--- src/rtl/core/hcp_pkg.sv ---
`timescale 1ns / 1ps

package hcp_pkg;

  // Fixed widths of the encoder back end
  localparam int BYTE_BITS   = 8;
  localparam int PEND_BITS   = 7;
  localparam int PCNT_BITS   = 3;
  localparam int VALUE_BITS  = 32;
  localparam int LEN_BITS    = 6;
  localparam int SYM_BITS    = 8;
  localparam int TABLE_DEPTH = 256;

  // Transaction commands
  typedef enum logic [1:0] {
    CMD_LOAD   = 2'd0,
    CMD_ENCODE = 2'd1,
    CMD_FLUSH  = 2'd2
  } hcp_op_t;

  // Commands from the controller to the datapath
  typedef struct packed {
    logic load_we;
    logic read_en;
    logic setup;
    logic emit;
    logic finalize;
    logic flush;
  } hcp_ctl_t;

endpackage

--- src/rtl/core/hcp_ctrl.sv ---
`timescale 1ns / 1ps

module hcp_ctrl
  import hcp_pkg::*;
(
  input  logic       clk,
  input  logic       rst_n,
  input  logic       start,
  input  logic [1:0] in_cmd,
  input  logic       total_ge8,
  output logic       busy,
  output hcp_ctl_t   ctl
);

  typedef enum logic [3:0] {
    ST_IDLE  = 4'b0001,
    ST_SETUP = 4'b0010,
    ST_EMIT  = 4'b0100,
    ST_FLUSH = 4'b1000
  } hcp_state_t;

  hcp_state_t state_r, state_nxt;
  logic       accept;

  assign busy   = (state_r != ST_IDLE);
  assign accept = start && !busy;

  // Sequence one transaction at a time
  always_comb begin
    state_nxt = state_r;
    ctl       = '0;
    unique case (state_r)
      ST_IDLE: begin
        if (accept) begin
          case (hcp_op_t'(in_cmd))
            CMD_LOAD:   ctl.load_we = 1'b1;
            CMD_ENCODE: begin
              ctl.read_en = 1'b1;
              state_nxt   = ST_SETUP;
            end
            CMD_FLUSH:  state_nxt = ST_FLUSH;
            default:    state_nxt = ST_IDLE;
          endcase
        end
      end
      ST_SETUP: begin
        ctl.setup = 1'b1;
        state_nxt = ST_EMIT;
      end
      ST_EMIT: begin
        if (total_ge8) begin
          ctl.emit = 1'b1;
        end else begin
          ctl.finalize = 1'b1;
          state_nxt    = ST_IDLE;
        end
      end
      ST_FLUSH: begin
        ctl.flush = 1'b1;
        state_nxt = ST_IDLE;
      end
      default: state_nxt = ST_IDLE;
    endcase
  end

  always_ff @(posedge clk) begin
    if (!rst_n) begin
      state_r <= ST_IDLE;
    end else begin
      state_r <= state_nxt;
    end
  end

endmodule

--- config.mk ---
export PLATFORM = sky130hd
export DESIGN_NAME = hcp_ctrl
export DESIGN_NICKNAME = d
export VERILOG_FILES = /design/src/rtl/core/hcp_pkg.sv /design/src/rtl/core/hcp_ctrl.sv
export SDC_FILE = /design/constraint.sdc
export NUM_CORES = 1
export LEC_CHECK = 0
export BUFFER_PORTS_ARGS = -buffer_cell sky130_fd_sc_hd__buf_4
export CORE_AREA = 3 3 40 42
export CTS_BUF_LIST = sky130_fd_sc_hd__clkbuf_4 sky130_fd_sc_hd__clkbuf_8
export DETAILED_ROUTE_END_ITERATION = 10
export DIE_AREA = 0 0 43 45
export MAX_ROUTING_LAYER = met4
export PLACE_DENSITY = 0.41
export SLEW_MARGIN = 25
export SYNTH_ARGS = -nofsm -noshare
export SYNTH_HDL_FRONTEND = slang
export SYNTH_SLANG_ARGS = --single-unit
--- constraint.sdc ---
create_clock -name clk -period 1.47 [get_ports clk]
set_input_delay 0.147 -clock clk [delete_from_list [all_inputs] [get_ports clk]]
set_output_delay 0.147 -clock clk [all_outputs]
set_load 0.02 [all_outputs]
==> flow_metrics.env, run 1 <==
export IMPL_status="complete, no violations"
export IMPL_grt_pass1_wl_mm=1.117
export IMPL_nNetsFinal=57
export IMPL_ctsLongestPathBuffers=2
export IMPL_port_buffers=12
export IMPL_slew_headroom_pct=80.50
export IMPL_hpwl_um=556.8
export IMPL_syn_area_um2=274.0
export IMPL_synthCells=29
export IMPL_die_h_um=45
export IMPL_place_area_um2=382.9
export IMPL_place_congestion=0.7213
export IMPL_yosysTopAreaCell="dfxtp_1"
export IMPL_maxSlewViolCount=0
export IMPL_cts_buffers=3
export IMPL_num_rows=13
export IMPL_wire_per_inst_um=10.89
export IMPL_layout_common_cells="12 x buf_4, 3 x ha_1, 3 x clkbuf_4"
export IMPL_critPathArrivalTime_ps=1280
export IMPL_rsz0062_at_grt="yes"
export IMPL_max_stage_delay_ps=350
export IMPL_avgSynthCellArea_um2=9.449
export IMPL_htree_levels=1
export IMPL_cp_cell_sequence="nor4b_4 -> and3_2 -> buf_4"
export IMPL_peakVddDrop_uv=217.2
export IMPL_antenna_found_initial=0
export IMPL_hold_class="input port to register"
export IMPL_maxCapViolCount=0
export IMPL_dieArea_mm2=0.001935
export IMPL_cp_slowest_cell="dfxtp_4"
export IMPL_clock_latency_ps=230
export IMPL_fin_worst_skew_ps=2.350
export IMPL_area_delta_synth_final_pct=62.10
export IMPL_p_leak_nw=0.2157
export IMPL_synthTopCellsByArea="dfxtp_1 29%, ha_1 14%, nor4b_4 8.7%, nor4b_1 6.4%, and3_2 5.5%"
export IMPL_drive_above_1_share_pct=56.52
export IMPL_instances_no_fill=61
export IMPL_ys_warnings_count=0
export IMPL_grt_max_degree=7
export IMPL_total_power_w=0.0003224
export IMPL_post_route_min_period_ps=1425
export IMPL_path_max_fanout=4
export IMPL_fin_crit_sh_pct=96.92
export IMPL_largest_reg_flops=4
export IMPL_end_kind="output port"
export IMPL_overflow=0
export IMPL_cts_sinks=4
export IMPL_hold_viol=0
export IMPL_via_per_inst=4.492
export IMPL_dpl_worst_slack_ps=194.5
export IMPL_coreArea_mm2=0.001285
export IMPL_cts_tree="built"
export IMPL_diodes=0
export IMPL_finalWorstSetupSlack_ps=45.29
export IMPL_path_class="register to output port"
export IMPL_ctsHoldBuffers=0
export IMPL_firstDrtPassIters=1
export IMPL_wirelength_um=664
export IMPL_seq_area_frac_synth_pct=29.22
export IMPL_yosysTopAreaCellShare_pct=29.22
export IMPL_hold_worst_slack_ps=175.7
export IMPL_critical_path_required_ps=1320
export IMPL_die_x_um=43
export IMPL_clk_pin_slew_ps=40
export IMPL_top_register="state_r"
export IMPL_layout_commonest_cell="buf_4"
export IMPL_ant_nets=0
export IMPL_groute_usage_overall_pct=8.569
export IMPL_dr_first_iter_drc_count=0
export IMPL_dp_cells=56
export IMPL_ys_seq_elements=4
export IMPL_drc_errors=0
export IMPL_ys_types=19
export IMPL_cellPowerDensity_mw_per_mm2=725.8
export IMPL_syn_nets=38
export IMPL_setup_viol=0
export IMPL_cp_start_kind="register"
export IMPL_max_freq_mhz=701.9
export IMPL_critPathTopFamily="simple AND/OR/NAND/NOR gates"
export IMPL_vias=274
export IMPL_grt_pass1_vias=282
export IMPL_final_cell_area_um2=444.2
export IMPL_initial_core_util_pct=21.32
export IMPL_cts_root_buf="clkbuf_4"
export IMPL_worstMarginPinSlew_ps=291.3
export IMPL_reg_top3="state_r x4"
export IMPL_io_pins=13
export IMPL_cp_num_buf_inv=1
==> final cells by class <==
| cell class | instances | area, µm² |
|---|---|---|
| multi-input cells | 22 | 192.7 |
| inverters | 3 | 11.26 |
| well taps | 15 | 18.77 |
| repair buffers | 14 | 112.6 |
| clock buffers | 3 | 22.52 |
| fillers | 140 | 840.8 |
| flip-flops and latches | 4 | 86.33 |
==> path summary, 6_finish.rpt <==
check | start | to | slack, ps | cells after the start
min | rst_n | state_r[2] | 180 | 3
max reg2reg | state_r[3] | state_r[2] | 230 | 5
min reg2reg | state_r[0] | state_r[2] | 590 | 2
max | state_r[3] | ctl[4] | 50 | 3
==> power breakdown <==
part / switching, W / internal (W) / leakage (nW)
clock: 0.0000420 / 0.0000911 / 0.0138
combinational: 0.0000323 / 0.0000397 / 0.169
sequential: 0.00000560 / 0.000112 / 0.0334
total: 0.0000799 / 0.000243 / 0.216
==> logic make-up (layout without fill, tap and decap cells) <==
family | after synthesis | after routing | synth area share [%]
AND/OR/NAND/NOR | 16 | 16 | 43.83
flip-flops | 4 | 4 | 29.22
adder cells (fa/ha/maj) | 3 | 3 | 13.70
AO/OA/AOI/OAI | 3 | 3 | 9.135
buffers and inverters | 3 | 20 | 4.109
==> worst reg2reg max path, delay by kind of cell, from the launching register on <==
kind,cells,cell delay [ps]
flip-flops,1,350
AO/OA/AOI/OAI,1,150
buffers and inverters,2,220
AND/OR/NAND/NOR,2,410
==> timing repair <==
item,CTS,global route
setup endpoints to repair,2,4
hold endpoints to repair,0,0
pin swaps,1,1
setup buffers,1,1
resized for setup,0,8
==> stage by stage <==
| step | utilization, % | TNS [ps] |
|---|---|---|
| 5_1_grt | 34.57 | -38.94 |
| 4_1_cts | 32.13 | 0 |
| 3_5_place_dp | 29.80 | 0 |
| 3_3_place_gp | 29.80 | 0 |
| 6_report | 34.57 | 0 |
| 2_1_floorplan | - | 0 |
==> metal layers <==
layer  up-vias  GRT usage (%)  routed length [µm]
met3         2          1.992                  44
met2         9          15.57                 406
met5         -              -                   0
met4         0          9.036                   9
met1       127          6.731                 203
li1        136              -                   -
==> synthesized netlist by cell type, drive strengths merged <==
cell and number:
dfxtp 4, and3 3, ha 3, inv 3, nor4b 3, and2 2, nand2b 2, a211o 1
a21o 1, nand2 1, nand3b 1, nor2 1, nor2b 1, nor3 1, nor4 1, o21ai 1
Note: power is estimated with default switching activity, not from simulation.
==> run 2: changes to the inputs <==
- BUFFER_PORTS_ARGS: -buffer_cell sky130_fd_sc_hd__buf_4 -> unset
- DONT_BUFFER_PORTS: unset -> 1
- PLACE_DENSITY: 0.41 -> 0.33
==> flow_metrics.env, run 2 (same netlist as run 1, synthesis figures left out) <==
export IMPL_status="complete, no violations"
export IMPL_path_class="register to output port"
export IMPL_place_congestion=0.6777
export IMPL_fin_crit_sh_pct=94.82
export IMPL_place_area_um2=322.8
export IMPL_htree_levels=1
export IMPL_area_delta_synth_final_pct=31.51
export IMPL_overflow=0
export IMPL_r2r_start="state_r[0]"
export IMPL_cp_start_kind="register"
export IMPL_worstMarginPinSlew_ps=259.7
export IMPL_initial_core_util_pct=21.32
export IMPL_die_x_um=43
export IMPL_io_pins=13
export IMPL_hpwl_um=501.3
export IMPL_drc_errors=0
export IMPL_cp_startpoint="state_r[0]"
export IMPL_port_buffers=0
export IMPL_post_route_min_period_ps=1394
export IMPL_ctsHoldBuffers=0
export IMPL_nNetsFinal=48
export IMPL_regArea_um2=81.33
export IMPL_die_h_um=45
export IMPL_wirelength_um=602
export IMPL_hold_viol=0
export IMPL_reg_top3="state_r x4"
export IMPL_critical_path_required_ps=1320
export IMPL_largest_reg_flops=4
export IMPL_grt_pass1_wl_mm=1.028
export IMPL_final_cell_area_um2=360.3
export IMPL_setup_viol=0
export IMPL_critPathArrivalTime_ps=1250
export IMPL_drive_above_1_share_pct=40.54
export IMPL_cts_buffers=3
export IMPL_p_leak_nw=0.1694
export IMPL_hold_class="input port to register"
export IMPL_dieArea_mm2=0.001935
export IMPL_layout_commonest_cell="buf_4"
export IMPL_vias=241
export IMPL_antenna_found_initial=0
export IMPL_clk_pin_slew_ps=40
export IMPL_cts_root_buf="clkbuf_4"
export IMPL_reg2reg_to="state_r[2]"
export IMPL_ant_nets=0
export IMPL_wire_per_inst_um=11.58
export IMPL_groute_usage_overall_pct=7.725
export IMPL_dp_cells=48
export IMPL_slew_headroom_pct=82.44
export IMPL_cellPowerDensity_mw_per_mm2=830.0
export IMPL_diodes=0
export IMPL_peakVddDrop_uv=221.1
export IMPL_maxCapViolCount=0
export IMPL_end_kind="output port"
export IMPL_r2r_setup_slack_ps=200
export IMPL_path_max_fanout=6
export IMPL_cts_tree="built"
export IMPL_multiInputGateArea_um2=188.9
export IMPL_hold_path_depth=2
export IMPL_via_per_inst=4.635
export IMPL_cts_sinks=4
export IMPL_max_freq_mhz=717.5
export IMPL_instances_no_fill=52
export IMPL_fin_worst_skew_ps=1.259
export IMPL_grt_max_degree=7
export IMPL_maxSlewViolCount=0
export IMPL_clock_latency_ps=230
export IMPL_min_delay_start="rst_n"
export IMPL_grt_pass1_vias=268
export IMPL_reg2regPathDepth=5
export IMPL_firstDrtPassIters=5
export IMPL_whs_endpoint="state_r[2]"
export IMPL_layout_common_cells="5 x buf_4, 3 x ha_1, 3 x clkbuf_4, 3 x dfxtp_1"
export IMPL_coreArea_mm2=0.001285
export IMPL_top_register="state_r"
export IMPL_dr_first_iter_drc_count=4
export IMPL_num_rows=13
export IMPL_ctsLongestPathBuffers=2
export IMPL_fillCellCount=145
==> run 2: stage by stage <==
step / utilization, % / setup slack, ps / setup TNS [ps] / power, W / hold slack, ps
final: 28.04 / 76.20 / 0 / 0.0002991 / 34.01
after global routing: 28.04 / -5.437 / -9.664 / 0.0003133 / 44.00
after CTS: 26.87 / 9.273 / 0 / 0.0003022 / 34.27
after detailed placement: 25.12 / 229.7 / 0 / 0.0001613 / 284.5
after global placement: 25.12 / 249.1 / 0 / 0.0001610 / 274.8
after floorplan: - / 55.56 / 0 / 0.0001540 / 271.4
==> run 2: area by class of cell <==
| type | instances | share of cell area, % |
|---|---|---|
| Sequential cell | 4 | 22.57 |
| Timing Repair Buffer | 5 | 10.42 |
| Clock buffer | 3 | 6.250 |
| Inverter | 3 | 3.125 |
| Tap cell | 15 | 5.208 |
| Multi-Input combinational cell | 22 | 52.43 |
==> run 2: where the power goes <==
part	internal [W]	switching, W
clock network	0.0000913	0.0000445
registers	0.000113	0.00000585
logic	0.0000206	0.0000244
==> run 2: layer usage <==
metal / vias to the layer above / GRT usage [%] / share of wire (%)
li1: 121 / - / -
met1: 104 / 6.280 / 33
met2: 14 / 12.57 / 51
met3: 2 / 2.789 / 13
met4: 0 / 9.036 / 2.8
met5: - / - / 0
==> run 2: how the worst max path moves through the flow <==
stage                            end  slack [ps]  cells past startpoint
final                         ctl[4]          80                      2
after global routing          ctl[4]          -5                      2
after CTS                     ctl[4]           9                      2
after detailed placement  state_r[2]         230                      4
after global placement    state_r[0]         250                      4
after floorplan               ctl[2]          60                      2
==> run 2: repair_timing <==
action                                  in CTS  in global routing
endpoints found under the setup margin       0                  3
gates resized for setup                      0                  2
setup buffers                                0                  1
==> run 2: worst max-delay path: stages, from the launching register on <==
cell and delay [ps]:
dfxtp_1 420, nor4b_4 290, and3_2 300
